--- config.mk ---
export PLATFORM = sky130hd
export DESIGN_NAME = six_step_commutation_controller
export DESIGN_NICKNAME = d
export VERILOG_FILES = /design/src/hdl/sscc_pkg.sv /design/src/hdl/sscc_scale.sv /design/src/hdl/six_step_commutation_controller.sv
export SDC_FILE = /design/constraint.sdc
export NUM_CORES = 1
export LEC_CHECK = 0
export BUFFER_PORTS_ARGS = -buffer_cell sky130_fd_sc_hd__buf_4
export CAP_MARGIN = 20
export CORE_MARGIN = 3
export CORE_UTILIZATION = 57
export DETAILED_ROUTE_END_ITERATION = 8
export PLACE_DENSITY = 0.81
export SYNTH_ARGS = -nofsm -noshare
export SYNTH_HDL_FRONTEND = slang
export SYNTH_HIERARCHICAL = 1
export SYNTH_SLANG_ARGS = --single-unit
--- constraint.sdc ---
create_clock -name clock -period 8.7 [get_ports clock]
set_input_delay 0 -clock clock [delete_from_list [all_inputs] [get_ports clock]]
set_output_delay 0 -clock clock [all_outputs]
set_load 0.03 [all_outputs]
--- src/hdl/sscc_pkg.sv ---
package sscc_pkg;

   // field widths
   localparam int unsigned THROTTLE_W = 7;
   localparam int unsigned READING_W  = 12;
   localparam int unsigned TIME_W     = 32;
   localparam int unsigned DUTY_W     = 16;
   localparam int unsigned STEP_W     = 3;
   localparam int unsigned NUM_PHASES = 3;
   localparam int unsigned PRODUCT_W  = THROTTLE_W + DUTY_W;

   // configuration port
   localparam int unsigned CSR_INDEX_W = 3;
   localparam int unsigned CSR_DATA_W  = 16;

   // stream widths
   localparam int unsigned REQ_DATA_W = 64;
   localparam int unsigned RSP_DATA_W = 56;

   // throttle scale
   localparam logic [THROTTLE_W-1:0] FULL_PERCENT = 7'd100;

   // divide by 100 as multiply by ceil(2^30 / 100), exact for products below 2^23
   localparam int unsigned DIV_SHIFT   = 30;
   localparam int unsigned DIV_RECIP_W = 24;
   localparam logic [DIV_RECIP_W-1:0] DIV_RECIP = 24'd10737419;
   localparam int unsigned DIV_PROD_W  = PRODUCT_W + DIV_RECIP_W;

   // last commutation step
   localparam logic [STEP_W-1:0] LAST_STEP = 3'd5;

   // register reset values
   localparam logic [15:0] PERIOD_COUNTS_RST = 16'd1000;
   localparam logic [15:0] MIN_DUTY_RST      = 16'd40;
   localparam logic [6:0]  OFF_PERCENT_RST   = 7'd5;
   localparam logic [15:0] STEP_INTERVAL_RST = 16'd4;
   localparam logic [11:0] CURRENT_TRIP_RST  = 12'd3800;
   localparam logic [11:0] BEMF_TRIP_RST     = 12'd3900;

   // register indexes
   typedef enum logic [CSR_INDEX_W-1:0] {
      REG_PERIOD_COUNTS = 3'd0,
      REG_MIN_DUTY      = 3'd1,
      REG_OFF_PERCENT   = 3'd2,
      REG_STEP_INTERVAL = 3'd3,
      REG_CURRENT_TRIP  = 3'd4,
      REG_BEMF_TRIP     = 3'd5
   } reg_index_type;

   typedef logic [1:0] phase_idx_type;

   localparam phase_idx_type PHASE_A = 2'd0;
   localparam phase_idx_type PHASE_B = 2'd1;
   localparam phase_idx_type PHASE_C = 2'd2;

   typedef struct packed {
      logic [DUTY_W-1:0]     period_counts;
      logic [DUTY_W-1:0]     min_duty;
      logic [THROTTLE_W-1:0] off_percent;
      logic [15:0]           step_interval_ms;
      logic [READING_W-1:0]  current_trip;
      logic [READING_W-1:0]  bemf_trip;
   } cfg_type;

   // one scaled request handed from the scale pipeline to the state logic
   typedef struct packed {
      logic              valid;
      logic [DUTY_W-1:0] duty;
      logic              running;
      logic              trip;
      logic [TIME_W-1:0] now_ms;
   } scaled_type;

   // high-side phase for each step
   function automatic phase_idx_type step_high(input logic [STEP_W-1:0] step);
      phase_idx_type res;
      case (step)
         3'd0, 3'd1: res = PHASE_A;
         3'd2, 3'd3: res = PHASE_B;
         3'd4, 3'd5: res = PHASE_C;
         default:    res = PHASE_A;
      endcase
      return res;
   endfunction

   // low-side phase for each step
   function automatic phase_idx_type step_low(input logic [STEP_W-1:0] step);
      phase_idx_type res;
      case (step)
         3'd0:       res = PHASE_B;
         3'd1, 3'd2: res = PHASE_C;
         3'd3, 3'd4: res = PHASE_A;
         3'd5:       res = PHASE_B;
         default:    res = PHASE_B;
      endcase
      return res;
   endfunction

endpackage

--- src/hdl/sscc_scale.sv ---
module sscc_scale (
   input  logic                           clock,
   input  logic                           reset,
   input  sscc_pkg::cfg_type              cfg,
   input  logic                           in_valid,
   output logic                           in_ready,
   input  logic [sscc_pkg::THROTTLE_W-1:0] in_throttle,
   input  logic [sscc_pkg::READING_W-1:0]  in_current,
   input  logic [sscc_pkg::READING_W-1:0]  in_bemf,
   input  logic [sscc_pkg::TIME_W-1:0]     in_now_ms,
   output sscc_pkg::scaled_type           out_item,
   input  logic                           out_ready
);

   // stage a: captured request
   logic                            a_valid_ff;
   logic [sscc_pkg::THROTTLE_W-1:0] a_throttle_ff;
   logic [sscc_pkg::READING_W-1:0]  a_current_ff;
   logic [sscc_pkg::READING_W-1:0]  a_bemf_ff;
   logic [sscc_pkg::TIME_W-1:0]     a_now_ff;

   // stage b: throttle times period
   logic                            b_valid_ff;
   logic [sscc_pkg::PRODUCT_W-1:0]  b_product_ff;
   logic                            b_running_ff;
   logic                            b_trip_ff;
   logic [sscc_pkg::TIME_W-1:0]     b_now_ff;

   // stage c: duty after divide by 100
   logic                            c_valid_ff;
   logic [sscc_pkg::DUTY_W-1:0]     c_duty_ff;
   logic                            c_running_ff;
   logic                            c_trip_ff;
   logic [sscc_pkg::TIME_W-1:0]     c_now_ff;

   logic                            a_ready;
   logic                            b_ready;
   logic                            c_ready;
   logic [sscc_pkg::THROTTLE_W-1:0] thr_clamped;
   logic [sscc_pkg::PRODUCT_W-1:0]  product;
   logic [sscc_pkg::DIV_PROD_W-1:0] recip_product;

   // stage handshakes, a stage takes data when empty or draining
   assign c_ready  = !c_valid_ff || out_ready;
   assign b_ready  = !b_valid_ff || c_ready;
   assign a_ready  = !a_valid_ff || b_ready;
   assign in_ready = a_ready;

   // throttle clamp and scale
   assign thr_clamped = (a_throttle_ff > sscc_pkg::FULL_PERCENT) ?
                        sscc_pkg::FULL_PERCENT : a_throttle_ff;
   assign product = sscc_pkg::PRODUCT_W'(thr_clamped) *
                    sscc_pkg::PRODUCT_W'(cfg.period_counts);

   // reciprocal multiply for the divide
   assign recip_product = sscc_pkg::DIV_PROD_W'(b_product_ff) *
                          sscc_pkg::DIV_PROD_W'(sscc_pkg::DIV_RECIP);

   // valid flags
   always_ff @(posedge clock) begin
      if (reset) begin
         a_valid_ff <= 1'b0;
         b_valid_ff <= 1'b0;
         c_valid_ff <= 1'b0;
      end else begin
         if (a_ready) a_valid_ff <= in_valid;
         if (b_ready) b_valid_ff <= a_valid_ff;
         if (c_ready) c_valid_ff <= b_valid_ff;
      end
   end

   // payload stages
   always_ff @(posedge clock) begin
      if (a_ready && in_valid) begin
         a_throttle_ff <= in_throttle;
         a_current_ff  <= in_current;
         a_bemf_ff     <= in_bemf;
         a_now_ff      <= in_now_ms;
      end
      if (b_ready && a_valid_ff) begin
         b_product_ff <= product;
         b_running_ff <= thr_clamped > cfg.off_percent;
         b_trip_ff    <= (a_current_ff > cfg.current_trip) || (a_bemf_ff > cfg.bemf_trip);
         b_now_ff     <= a_now_ff;
      end
      if (c_ready && b_valid_ff) begin
         c_duty_ff    <= recip_product[sscc_pkg::DIV_SHIFT +: sscc_pkg::DUTY_W];
         c_running_ff <= b_running_ff;
         c_trip_ff    <= b_trip_ff;
         c_now_ff     <= b_now_ff;
      end
   end

   assign out_item.valid   = c_valid_ff;
   assign out_item.duty    = c_duty_ff;
   assign out_item.running = c_running_ff;
   assign out_item.trip    = c_trip_ff;
   assign out_item.now_ms  = c_now_ff;

endmodule

--- src/hdl/six_step_commutation_controller.sv ---
// channel  direction  handshake             payload
// req      in         req_tvalid/tready     throttle, current, back-EMF, time
// rsp      out        rsp_tvalid/tready     three phase duties, low sides, step
// csr      in         csr_we (no wait)      six config registers by index
//
// a request passes three scale stages (capture, throttle x period multiply,
// reciprocal multiply for the divide by 100), then combinational step and
// drive logic loads the result register. one request per cycle is sustained
// while rsp_tready holds; the step and drive state loads with the result.
// reset clears the commutation state (phases off, step 0), loads config
// defaults. a stalled rsp holds its result; earlier stages fill behind it.
module six_step_commutation_controller (
   input  logic                               clock,
   input  logic                               reset,
   // request stream
   input  logic                               req_tvalid,
   output logic                               req_tready,
   // throttle_percent[6:0], current_reading[18:7], bemf_reading[30:19],
   // now_ms[62:31], zero [63]
   input  logic [sscc_pkg::REQ_DATA_W-1:0]    req_tdata,
   // result stream
   output logic                               rsp_tvalid,
   input  logic                               rsp_tready,
   // duty_phase_a[15:0], duty_phase_b[31:16], duty_phase_c[47:32],
   // low_on_a[48], low_on_b[49], low_on_c[50], step_now[53:51], zero [55:54]
   output logic [sscc_pkg::RSP_DATA_W-1:0]    rsp_tdata,
   // configuration writes
   input  logic                               csr_we,
   input  logic [sscc_pkg::CSR_INDEX_W-1:0]   csr_index,
   input  logic [sscc_pkg::CSR_DATA_W-1:0]    csr_wdata
);

   sscc_pkg::cfg_type               cfg_ff;
   sscc_pkg::scaled_type            scaled;
   logic                            scaled_ready;
   logic                            take;

   // commutation state; step, phase duties and low sides are also the result payload
   logic [sscc_pkg::STEP_W-1:0]     comm_step_ff,  comm_step_in;
   logic [sscc_pkg::TIME_W-1:0]     last_time_ff,  last_time_in;
   logic [sscc_pkg::DUTY_W-1:0]     last_duty_ff,  last_duty_in;
   logic [sscc_pkg::DUTY_W-1:0]     phase_duty_ff [sscc_pkg::NUM_PHASES];
   logic [sscc_pkg::DUTY_W-1:0]     phase_duty_in [sscc_pkg::NUM_PHASES];
   logic [sscc_pkg::NUM_PHASES-1:0] low_on_ff,     low_on_in;
   logic                            rsp_valid_ff;

   logic [sscc_pkg::TIME_W-1:0]     elapsed;
   logic                            step_event;
   logic                            advanced;
   logic [sscc_pkg::STEP_W-1:0]     step_next;
   logic [sscc_pkg::DUTY_W-1:0]     clamped;

   // configuration registers
   always_ff @(posedge clock) begin
      if (reset) begin
         cfg_ff.period_counts    <= sscc_pkg::PERIOD_COUNTS_RST;
         cfg_ff.min_duty         <= sscc_pkg::MIN_DUTY_RST;
         cfg_ff.off_percent      <= sscc_pkg::OFF_PERCENT_RST;
         cfg_ff.step_interval_ms <= sscc_pkg::STEP_INTERVAL_RST;
         cfg_ff.current_trip     <= sscc_pkg::CURRENT_TRIP_RST;
         cfg_ff.bemf_trip        <= sscc_pkg::BEMF_TRIP_RST;
      end else if (csr_we) begin
         case (csr_index)
            sscc_pkg::REG_PERIOD_COUNTS: cfg_ff.period_counts    <= csr_wdata;
            sscc_pkg::REG_MIN_DUTY:      cfg_ff.min_duty         <= csr_wdata;
            sscc_pkg::REG_OFF_PERCENT:   cfg_ff.off_percent      <= csr_wdata[6:0];
            sscc_pkg::REG_STEP_INTERVAL: cfg_ff.step_interval_ms <= csr_wdata;
            sscc_pkg::REG_CURRENT_TRIP:  cfg_ff.current_trip     <= csr_wdata[11:0];
            sscc_pkg::REG_BEMF_TRIP:     cfg_ff.bemf_trip        <= csr_wdata[11:0];
            default: ;
         endcase
      end
   end

   // duty scale pipeline
   sscc_scale u_scale (
      .clock       (clock),
      .reset       (reset),
      .cfg         (cfg_ff),
      .in_valid    (req_tvalid),
      .in_ready    (req_tready),
      .in_throttle (req_tdata[6:0]),
      .in_current  (req_tdata[18:7]),
      .in_bemf     (req_tdata[30:19]),
      .in_now_ms   (req_tdata[62:31]),
      .out_item    (scaled),
      .out_ready   (scaled_ready)
   );

   assign scaled_ready = !rsp_valid_ff || rsp_tready;
   assign take         = scaled.valid && scaled_ready;

   // step timing
   assign elapsed    = scaled.now_ms - last_time_ff;
   assign step_event = elapsed > sscc_pkg::TIME_W'(cfg_ff.step_interval_ms);
   assign step_next  = (comm_step_ff >= sscc_pkg::LAST_STEP) ? '0 : comm_step_ff + 3'd1;
   assign advanced   = step_event && scaled.running;
   assign clamped    = (scaled.duty > cfg_ff.period_counts) ?
                       cfg_ff.period_counts : scaled.duty;

   // step and drive update for one request
   always_comb begin
      comm_step_in = comm_step_ff;
      last_time_in = last_time_ff;
      last_duty_in = last_duty_ff;
      low_on_in    = low_on_ff;
      for (int p = 0; p < sscc_pkg::NUM_PHASES; p++) begin
         phase_duty_in[p] = phase_duty_ff[p];
      end

      if (step_event) begin
         last_time_in = scaled.now_ms;
         comm_step_in = scaled.running ? step_next : '0;
      end

      if (!scaled.running) begin
         for (int p = 0; p < sscc_pkg::NUM_PHASES; p++) begin
            phase_duty_in[p] = '0;
         end
         low_on_in    = '0;
         last_duty_in = '0;
      end else begin
         // reapply drive on a duty change or a step advance, when duty is above min_duty
         if ((scaled.duty > cfg_ff.min_duty) &&
             ((scaled.duty != last_duty_ff) || advanced)) begin
            for (int p = 0; p < sscc_pkg::NUM_PHASES; p++) begin
               phase_duty_in[p] = '0;
            end
            low_on_in = '0;
            phase_duty_in[sscc_pkg::step_high(comm_step_in)] = clamped;
            low_on_in[sscc_pkg::step_low(comm_step_in)]      = 1'b1;
            last_duty_in = scaled.duty;
         end
         // overcurrent or back-EMF trip
         if (scaled.trip) begin
            for (int p = 0; p < sscc_pkg::NUM_PHASES; p++) begin
               phase_duty_in[p] = '0;
            end
            low_on_in    = '0;
            comm_step_in = '0;
         end
      end
   end

   // state and result register
   always_ff @(posedge clock) begin
      if (reset) begin
         comm_step_ff <= '0;
         last_time_ff <= '0;
         last_duty_ff <= '0;
         low_on_ff    <= '0;
         rsp_valid_ff <= 1'b0;
         for (int p = 0; p < sscc_pkg::NUM_PHASES; p++) begin
            phase_duty_ff[p] <= '0;
         end
      end else begin
         if (take) begin
            comm_step_ff <= comm_step_in;
            last_time_ff <= last_time_in;
            last_duty_ff <= last_duty_in;
            low_on_ff    <= low_on_in;
            for (int p = 0; p < sscc_pkg::NUM_PHASES; p++) begin
               phase_duty_ff[p] <= phase_duty_in[p];
            end
            rsp_valid_ff <= 1'b1;
         end else if (rsp_tready) begin
            rsp_valid_ff <= 1'b0;
         end
      end
   end

   // result packing
   assign rsp_tvalid = rsp_valid_ff;
   assign rsp_tdata  = {2'b00, comm_step_ff, low_on_ff,
                        phase_duty_ff[sscc_pkg::PHASE_C],
                        phase_duty_ff[sscc_pkg::PHASE_B],
                        phase_duty_ff[sscc_pkg::PHASE_A]};

endmodule
==> results of run 1 <==
## worst max path at each step
stage                                            start                            endpoint  slack (ns)  cells past startpoint
finish               u_scale/b_product_ff[6]$_DFFE_PP_     u_scale/c_duty_ff[15]$_DFFE_PP_        1.53                     22
global route         u_scale/b_product_ff[6]$_DFFE_PP_     u_scale/c_duty_ff[15]$_DFFE_PP_        1.10                     22
floorplan                u_scale/c_now_ff[0]$_DFFE_PP_           low_on_ff[2]$_SDFFE_PP0P_         1.0                     21
CTS                  u_scale/b_product_ff[6]$_DFFE_PP_     u_scale/c_duty_ff[15]$_DFFE_PP_        1.52                     22
global placement    u_scale/a_throttle_ff[6]$_DFFE_PP_  u_scale/b_product_ff[19]$_DFFE_PP_        1.78                     19
detailed placement   u_scale/b_product_ff[6]$_DFFE_PP_     u_scale/c_duty_ff[15]$_DFFE_PP_        1.57                     22
## final cells by class
cell class / count / area share (%)
multi-input combinational: 1947 / 53.73
sequential: 355 / 27.74
timing repair buffer: 246 / 6.151
inverter: 543 / 6.088
clock buffer: 54 / 3.390
tap: 672 / 2.511
clock inverter: 16 / 0.3812
## sequential cells by signal, indices dropped and copies added (netlist names), 16 cells and up
signal                cells
u_scale/a_now_ff         32
u_scale/b_now_ff         32
u_scale/b_product_ff     23
last_time_ff             32
phase_duty_ff            48
u_scale/c_duty_ff        16
cfg_ff                   79
last_duty_ff             16
u_scale/c_now_ff         32
## timing repair
action,in CTS,in global routing
hold endpoints to repair,172,0
hold buffers,86,0
gates resized for setup,0,0
## stage by stage
| stage | setup WS [ns] | utilization, % | hold slack [ns] | area, µm² |
|---|---|---|---|---|
| after global placement | 1.777 | 61.66 | 0.1782 | 31310 |
| after CTS | 1.522 | 65.85 | 0.1359 | 33440 |
| after global routing | 1.098 | 65.92 | 0.1483 | 33480 |
| final | 1.530 | 65.92 | 0.1628 | 33480 |
| after floorplan | 0.9954 | - | 0.06907 | 29620 |
| after detailed placement | 1.571 | 61.67 | 0.1792 | 31320 |
## worst reg2reg max path, stage by stage (launching register included)
cell	delay, ns
edfxtp_1	0.57
inv_1	0.17
fa_1	0.53
inv_1	0.08
fa_1	0.53
inv_1	0.06
fa_1	0.50
fa_1	0.52
inv_1	0.05
fa_1	0.39
fa_1	0.51
inv_1	0.06
fa_1	0.58
inv_1	0.05
ha_1	0.32
a21oi_1	0.25
inv_1	0.07
a21oi_1	0.14
a31oi_1	0.12
o311ai_1	0.58
a221oi_2	0.24
a211o_1	0.32
nor4_1	0.33
## logic make-up (layout without fill, tap and decap cells)
kind of cell               after synthesis  count (layout)  share of synthesized area, %
DFF                                    355             355                         31.37
buffers and inverters                  628             859                         8.095
muxes                                   61              61                         2.070
xor gates and xnor gates                80              80                         2.366
AOI/OAI and AO/OA                      435             435                         9.515
and+or+nand+nor                        712             712                         12.12
other                                    1               2                       0.01266
adders and majority gates              657             657                         34.45
## Yosys cell counts (13+ instances only)
cell type	number	area share, %
inv_1	543	6.9
ha_1	393	17
fa_1	264	18
nand2_1	258	3.3
edfxtp_1	218	22
a21oi_1	171	2.9
dfxtp_1	137	9.3
nor2_1	111	1.4
and2_1	75	1.6
o21ai_0	68	1.1
clkbuf_1	65	0.82
mux2i_1	59	2.0
nor3_1	57	0.96
a21o_1	49	1.2
xnor2_1	42	1.2
xor2_1	38	1.1
and3_1	32	0.68
a211o_1	28	0.83
nand3_1	28	0.47
nand4_1	27	0.57
nor2b_1	25	0.53
nand3b_1	18	0.46
nor4_1	16	0.34
o21a_1	13	0.33
o21bai_1	13	0.33
## metal layers
| metal | vias up | global-route usage [%] |
|---|---|---|
| met1 | 10720 | 34.65 |
| met4 | 0 | 10.79 |
| li1 | 10190 | - |
| met5 | - | 0 |
| met3 | 206 | 5.928 |
| met2 | 790 | 46.91 |
==> results.txt, run 1 <==
Run status -> complete, no violations
Final min period -> 7.170 ns
CTS Buffer Depth -> 3
Final period util -> 82.42%
Rows -> 82
Crit path DAT -> 7.51 ns
Worst Hold Launch -> req_tdata[11]
Max Used Layer -> met4
Hold Path End -> u_scale/a_current_ff[4]$_DFFE_PP_
F_max -> 139.5 MHz
Top_reg_cell synth -> edfxtp_1
Initial antenna violation count -> 0
WP buf/inv -> 7
Setup violations, final -> 0
I/O Buffers -> 142
Initial DRC count -> 1,623
TNS Setup -> 0 ns
RSZ-0062 raised after global routing -> false
Cells after Synth -> 2,929
CP delay by family, top -> adder cells
Die W -> 233.9 µm
WL final -> 74,870 µm
Post-Synthesis Cell Area -> 0.02961 mm²
Yosys reg bits -> 355
Commonest non-fill, non-tap cells in the layout -> 543 x inv_1, 393 x ha_1, 264 x fa_1, 258 x nand2_1, 218 x edfxtp_1
Final global-route overflow total -> 0
Initial Util -> 58.31%
EDFF count, synth -> 218
Worst r2r src -> u_scale/b_product_ff[6]$_DFFE_PP_
Crit Path Max Fanout -> 7
Per-cell routed wire length -> 19.53 µm
Slowest CP cell -> fa_1
Post-Layout Cell Count -> 3,833
Number of library cell types mapped by synthesis -> 88
CTS tree -> built
Area of the core -> 0.05079 mm²
Worst reg-to-reg path cell count -> 22
Required @ worst endpoint -> 9.04 ns
DR vias -> 21,910
Clk_lat worst skew -> 0.56 ns
Met3 wire length -> 5502 µm
Setup crit end kind -> register
H-tree Lvls -> 2
Clock Root Buffer -> clkbuf_16
Routed Antenna Nets -> 0
First-pass GRT wire length -> 118,300 µm
Final nets -> 3,877
TritonCTS Buffers -> 39
Num ports -> 146
Sequential Area -> 0.009289 mm²
CP startpoint kind -> register
Skew final -> 0.02032 ns
Largest net degree at the start of global routing -> 64
Multi-input gate area -> 0.01799 mm²
Dpl hpwl -> 57,680 µm
First-pass DRT Iterations -> 5
Ys Warns -> 6
Number of diodes -> 0
Number of fill cells -> 3,830
Layout cells sized above 1 -> 8.510%
Critical path class -> reg2reg
Routed wl met2 -> 36,350 µm
Total track usage -> 27.63%
Clock Sinks -> 355
Clk slew on worst S/H paths -> 0.07 ns
Worst path cell trace -> inv_1 -> fa_1 -> inv_1 -> fa_1 -> inv_1 -> fa_1 -> fa_1 -> inv_1 -> fa_1 -> fa_1 -> inv_1 -> fa_1 -> inv_1 -> ha_1 -> a21oi_1 -> inv_1 -> a21oi_1 -> a31oi_1 -> o311ai_1 -> a221oi_2 -> a211o_1 -> nor4_1
Synthesized area per cell -> 10.11 µm²
Worst rel slew slack -> 20.84%
Setup Fix Bufs, Post-CTS -> 0
# DRC -> 0
Metal-1 WL -> 29,950 µm
Vias in the first global route -> 22,620
Seq/Total Area, Yosys -> 31.37%
Worst-margin pin slew -> 1.187 ns
Placed instance count -> 3,672
Fin. Hold Viols -> 0
Most common cell after layout, fill and taps aside -> inv_1
Cell count of the worst hold path -> 2
Die Ht -> 233.9 µm
Die area -> 0.05472 mm²
Final-report max-slew violation count -> 0
FF-to-FF End -> u_scale/c_duty_ff[15]$_DFFE_PP_
Synth async-reset ratio -> 0%
Min-delay worst type -> in2reg
Via density per instance -> 5.717
CP peak stage delay -> 0.58 ns
Placer Congestion -> 0.9614
P&R area growth vs syn -> 13.06%
Reg-to-reg setup timing slack -> 1.53 ns
Max Cap Violations -> 0
Power of run 1 is left out: the tool's default activity adds up to more than one toggle a clock period on the data nets, which glitch-free logic cannot reach.
==> inputs of run 2 (changes only) <==
==> constraint.sdc (replaced) <==
create_clock -name clock -period 7.45 [get_ports clock]
set_input_delay 0 -clock clock [delete_from_list [all_inputs] [get_ports clock]]
set_output_delay 0 -clock clock [all_outputs]
set_load 0.03 [all_outputs]
==> results.txt, run 2 (synthesis gave the netlist of run 1 again) <==
Hold Slack -> 0.1605 ns
Final-report max-slew violation count -> 0
Max reg flops -> 79
Skew final -> 0.02520 ns
Commonest non-fill, non-tap cells in the layout -> 543 x inv_1, 393 x ha_1, 264 x fa_1, 258 x nand2_1, 218 x edfxtp_1
Biggest register -> cfg_ff
Final global-route overflow total -> 0
Clock Sinks -> 355
Critical Path Source -> u_scale/b_product_ff[2]$_DFFE_PP_
Dpl hpwl -> 58,700 µm
Crit path DAT -> 7.25 ns
Die Ht -> 233.9 µm
Met2 usage -> 47.16%
Setup Fix Bufs, Post-CTS -> 0
CTS tree -> built
CTS Buffer Depth -> 3
Die area -> 0.05472 mm²
Initial Util -> 58.31%
Slowest CP cell -> fa_1
Most common cell after layout, fill and taps aside -> inv_1
Final min period -> 6.873 ns
Most frequent cell on the critical path -> fa_1
TNS Setup -> 0 ns
Setup crit end kind -> register
Initial DRC count -> 1,659
Clk_lat worst skew -> 0.56 ns
Critical path class -> reg2reg
Met3 Track Usage GR -> 3.474%
P&R area growth vs syn -> 13.12%
Pre-CTS WS -> 0.6083 ns
Fin. Hold Viols -> 0
Per-cell routed wire length -> 19.69 µm
Worst r2r src -> u_scale/b_product_ff[2]$_DFFE_PP_
Total track usage -> 27.80%
Multi-input gate area -> 0.01799 mm²
Reg-to-reg setup timing slack -> 0.58 ns
Area of the core -> 0.05079 mm²
RSZ-0062 raised after global routing -> false
WL final -> 75,710 µm
F_max -> 145.5 MHz
TritonCTS Buffers -> 39
First-pass GRT wire length -> 120,000 µm
Largest net degree at the start of global routing -> 69
Max Cap Violations -> 0
Initial antenna violation count -> 1
CP startpoint kind -> register
H-tree Lvls -> 2
Worst rel slew slack -> 22.54%
Crit Path Max Fanout -> 5
Worst Hold Launch -> req_tdata[36]
Die W -> 233.9 µm
Final nets -> 3,884
Layout cells sized above 1 -> 8.580%
Rows -> 82
CP peak stage delay -> 0.59 ns
First-pass DRT Iterations -> 5
Clk slew on worst S/H paths -> 0.07 ns
Run status -> complete, no violations
DR vias -> 22,110
Number of fill cells -> 3,795
Setup violations, final -> 0
CP delay by family, top -> adder cells
Via density per instance -> 5.749
Largest regs -> cfg_ff (79), phase_duty_ff (48)
Routing usage on met1 -> 36.89%
WP buf/inv -> 4
Min-delay worst type -> in2reg
Gr busiest metal -> met2
Num ports -> 146
Routed Antenna Nets -> 0
Vias in the first global route -> 22,690
Sequential Area -> 0.009289 mm²
Worst path cell trace -> fa_1 -> fa_1 -> inv_1 -> fa_1 -> inv_1 -> fa_1 -> fa_1 -> fa_1 -> inv_1 -> fa_1 -> inv_1 -> ha_1 -> a21oi_1 -> a21boi_0 -> o21ai_0 -> a31oi_1 -> o311ai_1 -> a221oi_2 -> a211o_1 -> nor4_1
Final period util -> 92.26%
Required @ worst endpoint -> 7.82 ns
Final WS setup -> 0.5768 ns
Worst-margin pin slew -> 1.162 ns
I/O Buffers -> 142
Placer Congestion -> 0.9979
Clock Root Buffer -> clkbuf_16
# DRC -> 0
==> run 2: metrics by stage <==
stage                     std cells  utilization [%]  instance area [µm²]
after floorplan                2930                -                29620
after global placement         3678            61.76                31370
after detailed placement       3678            61.76                31370
after CTS                      3837            65.88                33460
after global routing           3843            65.95                33490
final                          3845            65.96                33500
==> run 2: path summary, 6_finish.rpt <==
path,end,depth (start not counted)
min reg2reg,u_scale/c_now_ff[0]$_DFFE_PP_,0
max reg2reg,u_scale/c_duty_ff[15]$_DFFE_PP_,20
max,u_scale/c_duty_ff[15]$_DFFE_PP_,20
min,u_scale/a_now_ff[5]$_DFFE_PP_,2
==> run 2: layer usage <==
layer	wire (µm)	vias up
met5	0	-
met4	2877	0
met3	4906	188
met2	36810	847
met1	31110	10860
li1	-	10210
==> run 2: area by class of cell <==
cell class	instances	share of cell area (%)
Tap cell	672	2.510
Clock buffer	46	3.055
Multi-Input combinational cell	1947	53.70
Antenna cell	3	0.02241
Sequential cell	355	27.73
Timing Repair Buffer	253	6.312
Inverter	543	6.084
Clock inverter	26	0.5864
==> run 2: repair_timing <==
action | 4_1_cts | 5_1_grt
endpoints found under the setup margin | 0 | 0
endpoints found under the hold margin | 162 | 7
resized for setup | 0 | 0
hold buffers | 87 | 1
Power of run 2 is left out for the same reason.
